**config.mk**
```make
export PLATFORM = sky130hd
export DESIGN_NAME = uat_ctrl
export DESIGN_NICKNAME = d
export VERILOG_FILES = /design/src/rtl/uat_pkg.sv /design/src/rtl/uat_ctrl.sv
export SDC_FILE = /design/constraint.sdc
export NUM_CORES = 1
export LEC_CHECK = 0
export BUFFER_PORTS_ARGS = -buffer_cell sky130_fd_sc_hd__buf_4
export CORE_AREA = 2 2 167 169
export CTS_CLUSTER_SIZE = 30
export DETAILED_ROUTE_END_ITERATION = 6
export DIE_AREA = 0 0 169 171
export PLACE_DENSITY_LB_ADDON = 0.2
export REMOVE_ABC_BUFFERS = 1
export SETUP_SLACK_MARGIN = 0.15
export SYNTH_ARGS = -nofsm -noshare
export SYNTH_HDL_FRONTEND = slang
export SYNTH_SLANG_ARGS = --single-unit
export TNS_END_PERCENT = 100
```
**constraint.sdc**
```tcl
create_clock -name clock -period 15.3 [get_ports clock]
set_input_delay 1.53 -clock clock [delete_from_list [all_inputs] [get_ports clock]]
set_output_delay 1.53 -clock clock [all_outputs]
set_load 0.005 [all_outputs]
```
**src/rtl/uat_pkg.sv**
```systemverilog
`timescale 1ns / 1ps
`default_nettype none

package uat_pkg;

   localparam int DEPTH_DEFAULT = 64;
   localparam int DEPTH_MAX     = 1024;
   // wide enough for any index or count up to DEPTH_MAX
   localparam int CNT_W         = $clog2(DEPTH_MAX + 1);

   typedef enum logic [2:0] {
      CMD_INSERT  = 3'd0,
      CMD_DELETE  = 3'd1,
      CMD_REPLACE = 3'd2,
      CMD_READ    = 3'd3,
      CMD_CLEAR   = 3'd4
   } cmd_type;

   typedef enum logic [1:0] {
      ST_OK        = 2'd0,
      ST_FULL      = 2'd1,
      ST_NOT_FOUND = 2'd2,
      ST_BAD_INDEX = 2'd3
   } status_type;

   typedef enum logic [1:0] {
      FSM_IDLE  = 2'd0,
      FSM_SWEEP = 2'd1,
      FSM_OUT   = 2'd2
   } fsm_type;

   // request token that walks the cell row
   typedef struct packed {
      logic               valid;
      cmd_type            cmd;
      logic signed [31:0] value;
      logic signed [31:0] new_value;
      logic [CNT_W-1:0]   target;
      logic [CNT_W-1:0]   used;
      logic               found;
      logic [CNT_W-1:0]   pos;
      logic [CNT_W-1:0]   count;
      logic signed [31:0] rdata;
   } token_type;

   typedef struct packed {
      status_type         status;
      logic [CNT_W-1:0]   pos;
      logic [CNT_W-1:0]   used;
      logic signed [31:0] rdata;
      logic [CNT_W-1:0]   count;
   } result_type;

endpackage

`default_nettype wire

```
**src/rtl/uat_ctrl.sv**
```systemverilog
`timescale 1ns / 1ps
`default_nettype none

module uat_ctrl #(
   parameter int DEPTH = uat_pkg::DEPTH_DEFAULT
) (
   input  wire                 clock,
   input  wire                 reset,
   input  wire                 req_valid,
   output logic                req_stall,
   input  wire  [2:0]          req_cmd,
   input  wire  signed [31:0]  req_value,
   input  wire  signed [31:0]  req_new_value,
   input  wire  [5:0]          req_read_index,
   output logic                rsp_valid,
   input  wire                 rsp_stall,
   output logic [1:0]          rsp_status,
   output logic [5:0]          rsp_position,
   output logic [6:0]          rsp_used_count,
   output logic signed [31:0]  rsp_read_data,
   output logic [6:0]          rsp_replaced,
   input  wire                 csr_wr_en,
   input  wire  [6:0]          csr_wr_data,
   output uat_pkg::token_type  launch_tok,
   input  uat_pkg::token_type  done_tok
);

   localparam int CW = uat_pkg::CNT_W;
   localparam logic [CW-1:0] DEPTH_C = CW'(DEPTH);

   uat_pkg::fsm_type    state_ff, state_in;
   uat_pkg::token_type  launch_ff, launch_in;
   uat_pkg::result_type res_ff, res_in, rsp_ff, rsp_in;
   logic                rsp_valid_ff, rsp_valid_in;
   logic [CW-1:0]       used_ff, used_in;
   logic [6:0]          capacity_ff;
   logic [CW-1:0]       cap_ext, eff_cap, ridx_ext;

   always_comb begin
      cap_ext  = CW'(capacity_ff);
      eff_cap  = (cap_ext > DEPTH_C) ? DEPTH_C : cap_ext;
      ridx_ext = CW'(req_read_index);

      state_in     = state_ff;
      launch_in    = launch_ff;
      launch_in.valid = 1'b0;
      res_in       = res_ff;
      used_in      = used_ff;
      rsp_in       = rsp_ff;
      rsp_valid_in = rsp_valid_ff && rsp_stall;
      req_stall    = state_ff != uat_pkg::FSM_IDLE;

      case (state_ff)
         uat_pkg::FSM_IDLE: begin
            if (req_valid) begin
               launch_in.cmd       = uat_pkg::cmd_type'(req_cmd);
               launch_in.value     = req_value;
               launch_in.new_value = req_new_value;
               launch_in.target    = '0;
               launch_in.used      = used_ff;
               launch_in.found     = 1'b0;
               launch_in.pos       = '0;
               launch_in.count     = '0;
               launch_in.rdata     = '0;
               res_in.status = uat_pkg::ST_OK;
               res_in.pos    = '0;
               res_in.used   = used_ff;
               res_in.rdata  = '0;
               res_in.count  = '0;
               state_in      = uat_pkg::FSM_OUT;
               case (uat_pkg::cmd_type'(req_cmd))
                  uat_pkg::CMD_INSERT: begin
                     if (used_ff < eff_cap) begin
                        launch_in.valid  = 1'b1;
                        launch_in.target = used_ff;
                        state_in         = uat_pkg::FSM_SWEEP;
                     end else begin
                        res_in.status = uat_pkg::ST_FULL;
                     end
                  end
                  uat_pkg::CMD_DELETE, uat_pkg::CMD_REPLACE: begin
                     launch_in.valid = 1'b1;
                     state_in        = uat_pkg::FSM_SWEEP;
                  end
                  uat_pkg::CMD_READ: begin
                     if (ridx_ext < used_ff) begin
                        launch_in.valid  = 1'b1;
                        launch_in.target = ridx_ext;
                        state_in         = uat_pkg::FSM_SWEEP;
                     end else begin
                        res_in.status = uat_pkg::ST_BAD_INDEX;
                     end
                  end
                  uat_pkg::CMD_CLEAR: begin
                     used_in     = '0;
                     res_in.used = '0;
                  end
                  default: begin
                  end
               endcase
            end
         end
         uat_pkg::FSM_SWEEP: begin
            if (done_tok.valid) begin
               res_in.status = uat_pkg::ST_OK;
               res_in.pos    = '0;
               res_in.used   = done_tok.used;
               res_in.rdata  = '0;
               res_in.count  = '0;
               case (done_tok.cmd)
                  uat_pkg::CMD_INSERT: begin
                     res_in.pos  = done_tok.target;
                     res_in.used = done_tok.used + CW'(1);
                  end
                  uat_pkg::CMD_DELETE: begin
                     if (done_tok.found) begin
                        res_in.pos  = done_tok.pos;
                        res_in.used = done_tok.used - CW'(1);
                     end else begin
                        res_in.status = uat_pkg::ST_NOT_FOUND;
                     end
                  end
                  uat_pkg::CMD_REPLACE: begin
                     res_in.count = done_tok.count;
                     if (done_tok.count == '0) res_in.status = uat_pkg::ST_NOT_FOUND;
                  end
                  uat_pkg::CMD_READ: begin
                     res_in.rdata = done_tok.rdata;
                  end
                  default: begin
                  end
               endcase
               used_in  = res_in.used;
               state_in = uat_pkg::FSM_OUT;
            end
         end
         uat_pkg::FSM_OUT: begin
            // hold the result until the output register frees up
            if (!rsp_valid_ff || !rsp_stall) begin
               rsp_in       = res_ff;
               rsp_valid_in = 1'b1;
               state_in     = uat_pkg::FSM_IDLE;
            end
         end
         default: begin
            state_in = uat_pkg::FSM_IDLE;
         end
      endcase
   end

   always_ff @(posedge clock) begin
      res_ff <= res_in;
      rsp_ff <= rsp_in;
      if (reset) begin
         state_ff        <= uat_pkg::FSM_IDLE;
         launch_ff.valid <= 1'b0;
         rsp_valid_ff    <= 1'b0;
         used_ff         <= '0;
         capacity_ff     <= '0;
      end else begin
         state_ff     <= state_in;
         launch_ff    <= launch_in;
         rsp_valid_ff <= rsp_valid_in;
         used_ff      <= used_in;
         if (csr_wr_en) capacity_ff <= csr_wr_data;
      end
   end

   assign launch_tok     = launch_ff;
   assign rsp_valid      = rsp_valid_ff;
   assign rsp_status     = rsp_ff.status;
   assign rsp_position   = rsp_ff.pos[5:0];
   assign rsp_used_count = rsp_ff.used[6:0];
   assign rsp_read_data  = rsp_ff.rdata;
   assign rsp_replaced   = rsp_ff.count[6:0];

endmodule

`default_nettype wire

```
[Word level (Yosys, flattened, before mapping)]
Cells that the tools add are included.
Widths: inputs -> output; s select.
Operators by class
  divide/modulo/power cells: 0
  muxes and demuxes: 33
  $add $sub $neg: 2
  shift operators: 0
  order comparisons: 3
  bitwise gates (word level): 3
  $mul: 0
  reductions and logical operators: 16
  equal/unequal tests: 12
Operators by type and width (count)
  $mux 67: 2
  $pmux 67 s2: 1
  $mux 11: 5
  $pmux 11 s2: 2
  $pmux 22 s2: 1
  $mux 32: 1
  $mux 22: 1
  $mux 2: 8
  $eq 3x2->1 const B: 4
  $pmux 2 s3: 2
  $add 11x1->11 const B: 1
  $logic_not 11->1: 1
  $lt 11x7->1: 1
  $lt 6x11->1: 1
  $sub 11x1->11 const B: 1
  $reduce_and 3->1: 3
  $pmux 2 s2: 2
  $gt 7x7->1 const B: 1
  $mux 7: 1
  $eq 3x1->1 const B: 2
  $logic_not 3->1: 2
  $mux 6: 1
  $ne 2x2->1 const B: 3
  $mux 1: 5
  13 further kinds: 17
Word-level totals
  bits in writable memories: 0
  memories: 0
  bits in registers: 219
  ROM bits: 0
  output and inout port bits: 201
  bits in latches: 0

[Logic depth before layout (Yosys ltp)]
  depth in word-level cells: 7
  depth in mapped cells: 9
  depth with buffers taken out: 9

[Least setup slack after synthesis]
No wires, ideal clock.
  kind: input-to-reg
  from: input reset
  to: register state_ff[0]
  path slack: 6308 ps
  library setup time: 58 ps
  required time: 15242 ps
  cell stages on the path: 3
  arrival: 8934 ps
  path through: nor3b_1 > and3b_1 > or2_1
RTL lines
  from (decl): RTL line uat_ctrl.sv:8  | input wire reset,
  to (signal assigned): RTL line uat_ctrl.sv:155  | state_ff <= uat_pkg::FSM_IDLE;
  to (signal assigned): RTL line uat_ctrl.sv:161  | state_ff <= state_in;
  to (decl): RTL line uat_ctrl.sv:31  | uat_pkg::fsm_type state_ff, state_in;

[Final worst setup path]
  from: input req_read_index[4]
  to: register launch_ff, in the netlist launch_tok[69], data pin
On the way
  cells in the longest elaborated chain, start to end: 3
Ends and longest elaborated chain
  from (decl): RTL line uat_ctrl.sv:14  | input wire [5:0] req_read_index,
  $lt 6x11->1: RTL line uat_ctrl.sv:86  | if (ridx_ext < used_ff) begin
  $mux 6: RTL line uat_ctrl.sv:86
  $pmux 11 s2: RTL line uat_ctrl.sv:71  | case (uat_pkg::cmd_type'(req_cmd))
  to (signal assigned): RTL line uat_ctrl.sv:162  | launch_ff <= launch_in;
  to (decl): RTL line uat_ctrl.sv:32  | uat_pkg::token_type launch_ff, launch_in;
Every way passes these cells.
A chain may end at the register's enable or synchronous reset.

==> flow_summary.toml <==
[run_status]
status = "complete, no violations"

[worst_setup_path]
cp_slowest_cell = "a211oi_1"
reg2reg_depth = 7
reg2reg_to = "launch_tok[69]$_DFFE_PP_"
crit_path_end_kind = "flop"
crit_family = "compound AO/OA/AOI/OAI gates"
cp-start-kind = "input pin"
worst-path-buf-inv = 1
r2r-start = "used_ff[4]$_SDFFE_PP0P_"
ff2ff_setup_slack_ns = 12.59
critical_path_class = "input pin to flop"
worst-path-max-fanout = 6
worst-endpoint-required_ns = 15.65
cpPeakStageDelay_ns = 0.88
path_cells = "buf_4 > ha_1 > a21o_1 > a21oi_1 > o21ai_0 > a211oi_1 > a22o_1"
worst-endpoint-arrival_ns = 3.66

[detailed_routing]
wl_per_cell_um = 16.7
ant_nets = 0
drt_pre_antenna_iters = 4
drcViolationCount = 0
via_count = 5265
drt-total-wl_um = 20400
first_iter_violations = 313
vias_per_cell = 4.30

[timing]
min_period_ns = 3.30
rsz0062_at_grt = "false"
tightest_slew_ns = 1.10
period_share = 0.216
finalSetupViolations = 0
finalSetupTns_ns = 0
slew_violations = 0
setup_slack_ns = 12.00
finalHoldViolations = 0
fin_worst_skew_ns = 0.00809
fmax_mhz = 303
slew_headroom = 0.263

[run]
maxCapViolCount = 0

[worst_hold_path]
holdPathStages = 0
hp-start = "res_ff[66]$_DFFE_PP_"
worstHoldEndpoint = "rsp_status[1]$_DFFE_PP_"
holdCritPathClass = "flop to flop"

[synthesis]
synth_area_sq_um = 8440
yosysSeqAreaShare = 0.753
synthArstFlopShare = 0
synth_area_leader_cell = "edfxtp_1"
synth_seq_cells = 219
synth_area_leaders = "edfxtp_1, dfxtp_1, buf_4, and2_1, ha_1"
synth_ff_type = "edfxtp_1"
synth_edf_count = 197
synthTopCellsByCount = "edfxtp_1, buf_4, and2_1, nor2_1, dfxtp_1"
ys_warn_count = 0
synthCells = 539
synth_top_area_share = 0.701
yosysMostFrequentCell = "edfxtp_1"
synth.distinct_cells = 46
syn_avg_cell_area_sq_um = 15.7

[floorplanning]
die_area_sq_um = 28900
rows = 61
top_level_ports = 431
coreArea_sq_um = 27300
die_w_um = 169
start_util = 0.309
dieHeight_um = 171

[global_routing]
grt_overflow = 0
grt_antenna_before_repair = 0
grt_util_met3 = 0.0261
grt_pass1_wl_um = 28800
grt_max_degree = 86
track_usage = 0.130
use_met1 = 0.157
grt_pass1_vias = 4934
grt_busiest_layer = "met2"
grtUsageMet2 = 0.235

[layout]
areaGrowthSynthToFinish_pct = 38.7
antenna_cells = 0
nets = 1103
drive_above_1_share = 0.397

[place]
io_buffers = 301
preCtsSetupSlack_ns = 11.42
dp_hpwl_um = 14700
gp_congestion = 0.767

[clocking]
ctsRootBufferMaster = "clkbuf_16"
htree_levels = 1
post_cts_buffers = 0
clockBufferDepth = 3
clkLatencyLatePin_ns = 0.50
ctsResizeCount = 0
cts_tree = "yes"
numClockSinks = 219
postCtsHoldBufs = 0
cts-buffers-inserted = 24
path_clk_slew_ns = 0.06

[power]
p_per_area_nw_per_um2 = 120
p_leak_uw = 0.00475
vdd_ir_drop_max_mv = 0.0616
[through the flow]
stage / total power [uW] / hold WS, ns / instances / utilization / instance area [sq um]
after floorplan: 769 / 0.400 / 530 / - / 8200
after global placement: 850 / 0.400 / 1180 / 0.400 / 10900
after detailed placement: 852 / 0.405 / 1180 / 0.400 / 10900
after CTS: 1420 / 0.405 / 1223 / 0.429 / 11700
after global routing: 1460 / 0.414 / 1223 / 0.429 / 11700
final: 1400 / 0.412 / 1223 / 0.429 / 11700
[layout by cell type (no fill, tap or decap), drive strengths merged, types with 3 or more instances in the layout]
master	synthesis	final
a211oi	3	3
a21o	4	4
a21oi	20	20
a22o	10	10
a22oi	8	8
and2	41	41
and3	3	3
and3b	3	3
buf	55	304
clkbuf	12	32
clkinv	0	6
clkinvlp	0	3
conb	1	59
dfxtp	22	22
edfxtp	197	197
ha	13	13
inv	9	9
mux2i	9	9
nand2	20	20
nand2b	8	8
nand3	6	6
nand4	4	4
nor2	32	32
nor2b	5	5
nor3	7	7
nor4	5	5
o21ai	12	12
or2	4	4
xnor2	4	4
xor2	5	5
[layer usage]
metal | wire (um) | up-vias
li1 | - | 2525
met1 | 8080 | 2500
met4 | 378 | 0
met3 | 1270 | 28
met5 | 0 | -
met2 | 10600 | 212
[power by group]
group | internal, uW | switching, uW | total (uW)
clock | 337 | 228 | 564
combinational | 63.6 | 63.9 | 128
sequential | 698 | 11.7 | 710
total | 1100 | 303 | 1400
[final cells by class]
cell class	instances	area (sq um)
fill	2564	15600
timing repair buffer	304	2280
clock buffer	32	662
sequential	219	6360
inverter	9	33.8
multi-input combinational	302	1840
tap	346	433
clock inverter	11	108
[worst reg2reg max path, stage by stage, from the launching register on]
cell	delay [ns]
dfxtp_1	0.48
inv_1	0.08
ha_1	0.30
a21o_1	0.16
a21oi_1	0.13
o21ai_0	0.23
a211oi_1	0.88
a22o_1	0.31
[sequential cells by signal, indices dropped and copies added (netlist names)]
name and cells:
state_ff 2, rsp_read_data 32, rsp_used_count 7, used_ff 11, rsp_status 2, rsp_replaced 7
res_ff 54, rsp_valid 1, rsp_position 6, launch_tok 90, capacity_ff 7
[how the worst max path moves through the flow]
stage,startpoint,end,slack (ns),cells past startpoint
floorplan,reset,state_ff[0]$_SDFFE_PP0P_,6.31,3
global route,done_tok[144],used_ff[7]$_SDFFE_PP0P_,11.79,6
detailed placement,done_tok[144],used_ff[7]$_SDFFE_PP0P_,11.42,6
global placement,done_tok[144],used_ff[7]$_SDFFE_PP0P_,11.42,6
finish,req_read_index[4],launch_tok[69]$_DFFE_PP_,12.00,7
CTS,done_tok[144],used_ff[7]$_SDFFE_PP0P_,11.96,6
[logic make-up after synthesis]
kind of cell | Yosys count | share of synthesized area
flip-flops | 219 | 0.753
AND/OR/NAND/NOR | 148 | 0.0978
buffers and inverters | 76 | 0.0582
AO/OA/AOI/OAI | 64 | 0.0514
adder cells (fa/ha/maj) | 13 | 0.0193
XOR/XNOR | 9 | 0.00934
multiplexers | 9 | 0.0107
other | 1 | 0.000444
Note: power is estimated with default switching activity, not from simulation.
