<file path="config.mk">
export PLATFORM = sky130hd
export DESIGN_NAME = uat_cell
export DESIGN_NICKNAME = d
export VERILOG_FILES = /design/src/rtl/uat_pkg.sv /design/src/rtl/uat_cell.sv
export SDC_FILE = /design/constraint.sdc
export NUM_CORES = 1
export LEC_CHECK = 0
export ABC_AREA = 1
export BUFFER_PORTS_ARGS = -buffer_cell sky130_fd_sc_hd__buf_2
export CORE_UTILIZATION = 27
export CTS_BUF_LIST = sky130_fd_sc_hd__clkbuf_8
export CTS_CLUSTER_DIAMETER = 200
export CTS_CLUSTER_SIZE = 14
export DETAILED_ROUTE_END_ITERATION = 8
export GPL_TIMING_DRIVEN = 0
export SLEW_MARGIN = 10
export SYNTH_ARGS = -nofsm -noshare
export SYNTH_HDL_FRONTEND = slang
export SYNTH_SLANG_ARGS = --single-unit
</file>
<file path="constraint.sdc">
create_clock -name clock -period 5 [get_ports clock]
set_input_delay 0.75 -clock clock [delete_from_list [all_inputs] [get_ports clock]]
set_output_delay 0.75 -clock clock [all_outputs]
set_load 0.02 [all_outputs]
</file>
<file path="src/rtl/uat_pkg.sv">
`timescale 1ns / 1ps
`default_nettype none

package uat_pkg;

   localparam int DEPTH_DEFAULT = 64;
   localparam int DEPTH_MAX     = 1024;
   // wide enough for any index or count up to DEPTH_MAX
   localparam int CNT_W         = $clog2(DEPTH_MAX + 1);

   typedef enum logic [2:0] {
      CMD_INSERT  = 3'd0,
      CMD_DELETE  = 3'd1,
      CMD_REPLACE = 3'd2,
      CMD_READ    = 3'd3,
      CMD_CLEAR   = 3'd4
   } cmd_type;

   typedef enum logic [1:0] {
      ST_OK        = 2'd0,
      ST_FULL      = 2'd1,
      ST_NOT_FOUND = 2'd2,
      ST_BAD_INDEX = 2'd3
   } status_type;

   typedef enum logic [1:0] {
      FSM_IDLE  = 2'd0,
      FSM_SWEEP = 2'd1,
      FSM_OUT   = 2'd2
   } fsm_type;

   // request token that walks the cell row
   typedef struct packed {
      logic               valid;
      cmd_type            cmd;
      logic signed [31:0] value;
      logic signed [31:0] new_value;
      logic [CNT_W-1:0]   target;
      logic [CNT_W-1:0]   used;
      logic               found;
      logic [CNT_W-1:0]   pos;
      logic [CNT_W-1:0]   count;
      logic signed [31:0] rdata;
   } token_type;

   typedef struct packed {
      status_type         status;
      logic [CNT_W-1:0]   pos;
      logic [CNT_W-1:0]   used;
      logic signed [31:0] rdata;
      logic [CNT_W-1:0]   count;
   } result_type;

endpackage

`default_nettype wire

</file>
<file path="src/rtl/uat_cell.sv">
`timescale 1ns / 1ps
`default_nettype none

module uat_cell #(
   parameter int INDEX = 0
) (
   input  wire                 clock,
   input  wire                 reset,
   input  uat_pkg::token_type  tok_in,
   output uat_pkg::token_type  tok_out,
   input  wire signed [31:0]   next_entry,
   input  wire                 next_shift,
   output logic signed [31:0]  entry_out,
   output logic                shift_out
);

   localparam logic [uat_pkg::CNT_W-1:0] IDX = uat_pkg::CNT_W'(INDEX);

   logic signed [31:0] entry_ff, entry_in;
   uat_pkg::token_type tok_ff, tok_in_d;
   logic in_use, hit;

   always_comb begin
      tok_in_d  = tok_in;
      entry_in  = entry_ff;
      shift_out = 1'b0;
      in_use    = IDX < tok_in.used;
      hit       = in_use && (entry_ff == tok_in.value);
      if (tok_in.valid) begin
         case (tok_in.cmd)
            uat_pkg::CMD_INSERT: begin
               if (IDX == tok_in.target) entry_in = tok_in.value;
            end
            uat_pkg::CMD_DELETE: begin
               // past the removed entry: hand this entry down one place
               if (tok_in.found && in_use) begin
                  shift_out = 1'b1;
               end else if (hit) begin
                  tok_in_d.found = 1'b1;
                  tok_in_d.pos   = IDX;
               end
            end
            uat_pkg::CMD_REPLACE: begin
               if (hit) begin
                  entry_in       = tok_in.new_value;
                  tok_in_d.count = tok_in.count + uat_pkg::CNT_W'(1);
               end
            end
            uat_pkg::CMD_READ: begin
               if (IDX == tok_in.target) tok_in_d.rdata = entry_ff;
            end
            default: begin
            end
         endcase
      end
      if (next_shift) entry_in = next_entry;
   end

   always_ff @(posedge clock) begin
      entry_ff <= entry_in;
      if (reset) begin
         tok_ff.valid <= 1'b0;
      end else begin
         tok_ff <= tok_in_d;
      end
   end

   assign tok_out   = tok_ff;
   assign entry_out = entry_ff;

endmodule

`default_nettype wire

</file>
Yosys cells after proc, flatten, opt, wreduce, memory -nomap -nowiden:

Cells that the tools add are included.

* register bits after elaboration: 177
* input port bits: 180
* output and inout bits: 178
* logic and storage cells: 42

* $add $sub $neg: 1
* magnitude comparators: 1
* equality and inequality tests: 6
* muxes and demuxes: 16
* reduce and logical (&&, ||, !) cells: 7

Operator list (number)
* $mux 32: 6
* $pmux 32 s2: 1
* $mux 55: 1
* $mux 12: 3
* $eq 32x32->1: 1
* $mux 11: 2
* $add 11x1->11 const B: 1
* $logic_not 11->1: 1
* $lt 1x11->1 const A: 1
* $eq 3x2->1 const B: 2
* $ne 3x3->1 const B: 2
* $reduce_and 4->1: 1
* $eq 3x1->1 const B: 1
* $logic_not 3->1: 1
* $mux 1: 3
* $reduce_bool 3->1: 1
* $logic_and 1x1->1: 2
* $reduce_bool 2->1: 1

Longest topological paths before layout:

Gate-level depths: netlist of the first run.

* depth after elaboration: 6
* gate-level depth with buffers: 14
* depth with buffers taken out: 13

Worst setup path after synthesis of the first run:

No wires, ideal clock.

* path type: input -> register
* start: input reset
* end: register tok_ff (netlist bit tok_out[0]), enable pin
* library setup time: 0.496 ns
* data arrival time: 3.529 ns
* data required time: 4.504 ns
* path slack: 0.975 ns
* stages on the path: 1
* path buffers: 0
* path through: inv_1

RTL lines
* start: declaration: RTL line uat_cell.sv:8 `input wire reset,`
* end signal: assignment: RTL line uat_cell.sv:64 `tok_ff <= tok_in_d;`
* end: declaration: RTL line uat_cell.sv:20 `uat_pkg::token_type tok_ff, tok_in_d;`

No word-level cell between the ends.

Final worst setup path of the first run:

* start: register entry_ff[25] (netlist: entry_out[25])
* end: register entry_ff[1] (netlist: entry_out[1]), enable pin

* word-level cells in the longest chain between the ends: 4

Ends and longest elaborated chain
* start: declaration: RTL line uat_cell.sv:19 `logic signed [31:0] entry_ff, entry_in;`
* start signal: assignment: RTL line uat_cell.sv:60 `entry_ff <= entry_in;`
* $eq 32x32->1: RTL line uat_cell.sv:28 `hit = in_use && (entry_ff == tok_in.value);`
* $logic_and 1x1->1: RTL line uat_cell.sv:28
* $ne 3x3->1 (no line)
* $reduce_and 4->1 (no line)

Every way passes these cells.
A chain may end at the register's enable or synchronous reset.

==> impl_metrics.yaml, run 1 <==
yosys:
  seq_area_frac_synth_pct: 69.49
  synth_top_family_by_area: "simple AND/OR/NAND/NOR gates"
  synthFlopType: "edfxtp_1"
  synth_cell_types: 26
  ys_ff_latch: 177
  synth_edf_count: 176
  synth_compound_area_share_pct: 6.359
  synthesis.nets: 896
  synth_common_cells: "nand2_1, edfxtp_1, inv_1"
  synth_cells: 715
  synthTopCellsByArea: "edfxtp_1, nand2_1, inv_1"
  synth_most_common_cell: "nand2_1"
  ys_warn_count: 0
  synth-xor-area-share_pct: 0.9177
  netlist_area_sq_um: 7635
  synthAdderAreaFrac_pct: 0.1639
  yosysTopAreaCell: "edfxtp_1"
  async_flop_share_pct: 0
  yosys.area_share.simple_pct: 16.67
  synth_top_area_share_pct: 69.22
  synth_mux_area_share_pct: 0.7866
  syn_avg_cell_area_sq_um: 10.68
clocking:
  postCtsSetupRepairBufs: 0
  cts_buffers: 17
  cts-root-buf: "clkbuf_8"
  cts.repair.resized: 0
  hold_buffers: 0
  clk_pin_slew_ps: 110
  cts-root-to-sink-buffers: 2
  htree_levels: 4
  cts_tree: "yes"
  clock_latency_ps: 480
  cts.sinks: 177
timing:
  timing.final.hold_violations: 0
  final.setup.worst_slack_ps: 2134
  min_period_over_period_pct: 57.32
  tns_ps: 0
  setup_violations: 0
  fmax_mhz: 348.9
  slew_headroom_pct: 49.16
  clock_skew_ps: 25.29
  rsz0062_at_grt: "false"
  drv_slew: 0
  finalCriticalPeriod_ps: 2866
  tightest_slew_ps: 759.9
final_layout:
  drive_above_1_share_pct: 36.32
  utilization_pct: 37.28
  final_nets: 1273
  areaGrowthSynthToFinish_pct: 35.66
global_routing:
  grt_overflow: 0
  grt_max_degree: 88
  grt_usage_pct: 17.86
  grt_pass1_wl_um: 37070
  antenna_found_initial: 2
  grt_pass1_vias: 6142
floorplan:
  rows: 61
  io_pins: 358
  dieHeight_um: 170.2
  die_area_sq_um: 28950
  coreArea_sq_um: 27780
  die_w_um: 170.2
  start_util_pct: 27.48
detailed_routing:
  drc: 0
  ant_nets: 0
  route.vias.total: 6456
  first_iter_violations: 419
  wl_um: 26220
  wl_per_cell_um: 17.68
  dr.pass1.iters: 4
  viasPerCell: 4.353
worst_setup_path:
  cp-start-kind: "flop"
  r2r_setup_slack_ps: 2130
  rr_worst_depth: 8
  cp_max_fo: 18
  required_ps: 5170
  reg2reg_from: "entry_out[25]"
  reg2reg_to: "entry_out[1]"
  critPathKind: "flop to flop"
  end_kind: "flop"
  cp.arrival_ps: 3040
hold_path:
  min-delay-start: "tok_in[97]"
  worstHoldEndpoint: "tok_out[97]"
  hold_class: "input port to flop"
  hold_depth: 1
job:
  max_cap_viol_count: 0
placement:
  dpl.hpwl_um: 19900
  gp_congestion: 0.7854
  port_buffers: 356
  pre_cts_slack_ps: 1639
power_and_ir_drop:
  power_density_nw_per_um2: 338.0
  total_power_mw: 3.501
  p_leak_nw: 4.875
  ir_drop_mv: 0.1573
outcome:
  outcome: "finished clean"
-- worst max-delay path: stages, from the launching register on --
cell	delay (ps)
edfxtp_1	470
xnor2_1	390
nand3_1	190
nor2_1	140
nand3_1	100
nor2_2	410
o21ai_0	180
nand2_2	430
buf_12	250
-- through the flow --
stage          hold slack [ps]  cell area, sq um  std cells
2_1_floorplan            757.7              7635        715
3_3_place_gp             610.4              9889       1449
3_5_place_dp             630.7              9947       1451
4_1_cts                  399.1             10350       1482
5_1_grt                  406.6             10350       1482
6_report                 450.0             10360       1483
-- sequential cells by signal (all words and copies together) (netlist names) --
signal / cells
entry_out: 32
tok_out: 145
-- power breakdown --
group          leakage [nW]  internal (mW)  switching, mW  total, mW
registers              1.73           1.77         0.0426       1.81
clock network         0.210          0.533          0.549       1.08
logic                  2.93          0.197          0.408      0.605
-- how the worst max path moves through the flow --
stage,startpoint,to,depth (start not counted)
3_5_place_dp,tok_in[134],entry_out[18],9
6_report,entry_out[25],entry_out[1],8
4_1_cts,entry_out[25],entry_out[1],8
3_3_place_gp,reset,tok_out[22],2
2_1_floorplan,reset,tok_out[0],1
5_1_grt,entry_out[23],entry_out[10],11
-- metal layers --
layer / global-route usage [%] / routed length [um] / vias up
li1: - / - / 3129
met1: 21.46 / 10730 / 3022
met2: 30.97 / 13100 / 289
met3: 5.512 / 2147 / 14
met4: 4.309 / 227 / 2
met5: 0 / 13 / -
-- cell usage in the layout, fill, tap and decap left out, drive strengths merged --
cell      Yosys  layout
buf           2     360
nand2       206     206
edfxtp      176     176
inv          92      94
nor2         80      80
a21oi        65      65
clkbuf       18      35
o21ai        29      29
nand3        14      14
xnor2         7       7
nand4         7       7
clkinv        0       7
nor4          5       5
mux2          4       4
bufinv        0       4
o21bai        2       2
nand3b        2       2
nor3          2       2
diode         0       1
xor2          1       1
or2           1       1
ha            1       1
clkinvlp      0       1
dfxtp         1       1
-- logic make-up (layout without fill, tap and decap cells) --
logic type | after synthesis | after routing
compound gates | 96 | 96
xor+xnor | 8 | 8
fa+ha+maj | 1 | 1
buf+inv | 112 | 501
flops | 177 | 177
mux | 4 | 4
other cells | 0 | 1
simple gates | 317 | 317
-- layout make-up --
type / instances / area [sq um]
clock inverter: 14 / 173.9
antenna: 1 / 2.502
sequential: 177 / 5305
timing repair buffer: 358 / 1829
inverter: 92 / 352.8
tap: 378 / 473.0
clock buffer: 17 / 234.0
multi-input combinational: 426 / 1903
buffer: 20 / 83.83
fill: 2924 / 17420
Power figures use the tool's default switching activity.
==> inputs of run 2 (changes only) <==
Clock period 5 ns to 2.3 ns, I/O delays scaled along.
==> impl_metrics.yaml, run 2 (synthesis gave the netlist of run 1 again) <==
hold_path:
  hold_class: "input port to flop"
final_layout:
  regArea_sq_um: 5305
  fill_cells: 2928
  final_nets: 1284
  drive_above_1_share_pct: 37.63
  final_common_cell: "buf_2"
  multi_input_comb_area_sq_um: 1948
  final_cell_mix: "buf_2, nand2_1, edfxtp_1, inv_1, nor2_1"
  fin_area_sq_um: 10480
  largest_reg_flops: 145
  areaGrowthSynthToFinish_pct: 37.32
  n_antenna_cell: 0
timing:
  finalCriticalPeriod_ps: 2152
  final.setup.worst_slack_ps: 148.1
  timing.hold.ws_ps: 63.98
  tightest_slew_ps: 809.5
  setup_violations: 0
  drv_slew: 0
  rsz0062_at_grt: "false"
  clock_skew_ps: 21.03
  min_period_over_period_pct: 93.56
  tns_ps: 0
  slew_headroom_pct: 46.03
  fmax_mhz: 464.7
  timing.final.hold_violations: 0
detailed_routing:
  drc: 0
  ant_nets: 0
  first_iter_violations: 267
  viasPerCell: 4.331
  route.vias.total: 6471
  dr.pass1.iters: 4
  wl_per_cell_um: 17.76
  wl_um: 26530
global_routing:
  grt_max_degree: 38
  grt_usage_pct: 18.11
  antenna_found_initial: 2
  grt_overflow: 0
  grt_pass1_wl_um: 37480
  grt_pass1_vias: 6340
clocking:
  hold_buffers: 0
  cts-root-buf: "clkbuf_8"
  clk_pin_slew_ps: 110
  clock_latency_ps: 470
  cts_tree: "yes"
  cts_buffers: 17
  cts-root-to-sink-buffers: 2
  cts.sinks: 177
  htree_levels: 4
power_and_ir_drop:
  seqPwrFrac_pct: 53.5
  p_leak_nw: 4.935
  p_clk_share_pct: 28.1
  power_density_nw_per_um2: 704.4
  ir_drop_mv: 0.3135
  intPower_mw: 5.172
  net-switching-power_mw: 2.212
  switching_share_pct: 29.96
  p_comb_share_pct: 18.4
worst_setup_path:
  critical_path.slowest_cell: "edfxtp_1"
  cp_common_cell: "nand2_1"
  path_cells: "inv_1, nand2_1, nand2_1, nor2_1, nand2_1, nor2_1, nand2_1, nor2_4, nand2_2, inv_2, nand3_2, buf_6, nand2_1, inv_1"
  cp.buffers_inverters: 4
  cp_max_fo: 10
  critical_path.top_delay_family: "simple AND/OR/NAND/NOR gates"
  slowest_delay_ps: 420
  cp.arrival_ps: 2380
  critPathKind: "flop to flop"
  r2r_setup_slack_ps: 150
  end_kind: "flop"
  cp-start-kind: "flop"
  required_ps: 2520
job:
  max_cap_viol_count: 0
floorplan:
  io_pins: 358
  die_w_um: 170.2
  dieHeight_um: 170.2
  coreArea_sq_um: 27780
  rows: 61
  start_util_pct: 27.48
  die_area_sq_um: 28950
outcome:
  outcome: "finished clean"
placement:
  pre_cts_slack_ps: -911.6
  port_buffers: 356
  place_area_sq_um: 9976
  gp_congestion: 0.7565
  dpl.hpwl_um: 20410
## run 2: final timing paths
path	start	endpoint	cells after the start
max	entry_out[21]	tok_out[49]	14
max reg2reg	entry_out[21]	tok_out[49]	14
min	tok_in[81]	tok_out[81]	1
min reg2reg	entry_out[9]	tok_out[9]	1
## run 2: area by class of cell
type / count / area share, %
Multi-Input combinational cell: 427 / 18.58
Clock buffer: 17 / 2.232
Buffer: 20 / 0.7996
Inverter: 92 / 3.330
Clock inverter: 15 / 1.253
Timing Repair Buffer: 368 / 18.69
Sequential cell: 177 / 50.60
Tap cell: 378 / 4.511
## run 2: repair_timing
| action | in CTS | in global routing |
|---|---|---|
| buffers inserted | 6 | 2 |
| endpoints found under the setup margin | 47 | 12 |
| cloned | 1 | 0 |
| pin swaps | 3 | 0 |
| gates resized for setup | 8 | 1 |
## run 2: through the flow
stage          std cells  util (%)  total power, mW
2_1_floorplan        715         -            4.729
3_3_place_gp        1449     35.62            5.348
3_5_place_dp        1453     35.91            5.371
4_1_cts             1492     37.66            7.494
5_1_grt             1494     37.74            7.721
6_report            1494     37.74            7.384
## run 2: worst reg2reg max path, cell delays in order (launching register included)
cell and delay, ps:
edfxtp_1 420, inv_1 80, nand2_1 80, nand2_1 70, nor2_1 170, nand2_1 70
nor2_1 120, nand2_1 150, nor2_4 160, nand2_2 110, inv_2 130, nand3_2 80
buf_6 160, nand2_1 90, inv_1 50
## run 2: layer usage
metal | track usage [%] | wire [um] | up-vias
met5 | 0 | 29 | -
met4 | 5.562 | 406 | 4
met3 | 6.140 | 2273 | 25
met2 | 32.09 | 13270 | 270
met1 | 20.39 | 10550 | 3019
li1 | - | - | 3153
## run 2: power groups by stage
stage          Sequential (mW)  Combinational (mW)  Clock (mW)
3_3_place_gp              4.03                1.32           0
6_report                  3.95                1.36        2.08
2_1_floorplan             4.38               0.344           0
3_5_place_dp              4.03                1.35           0
4_1_cts                   3.95                1.38        2.16
5_1_grt                   3.98                1.49        2.26
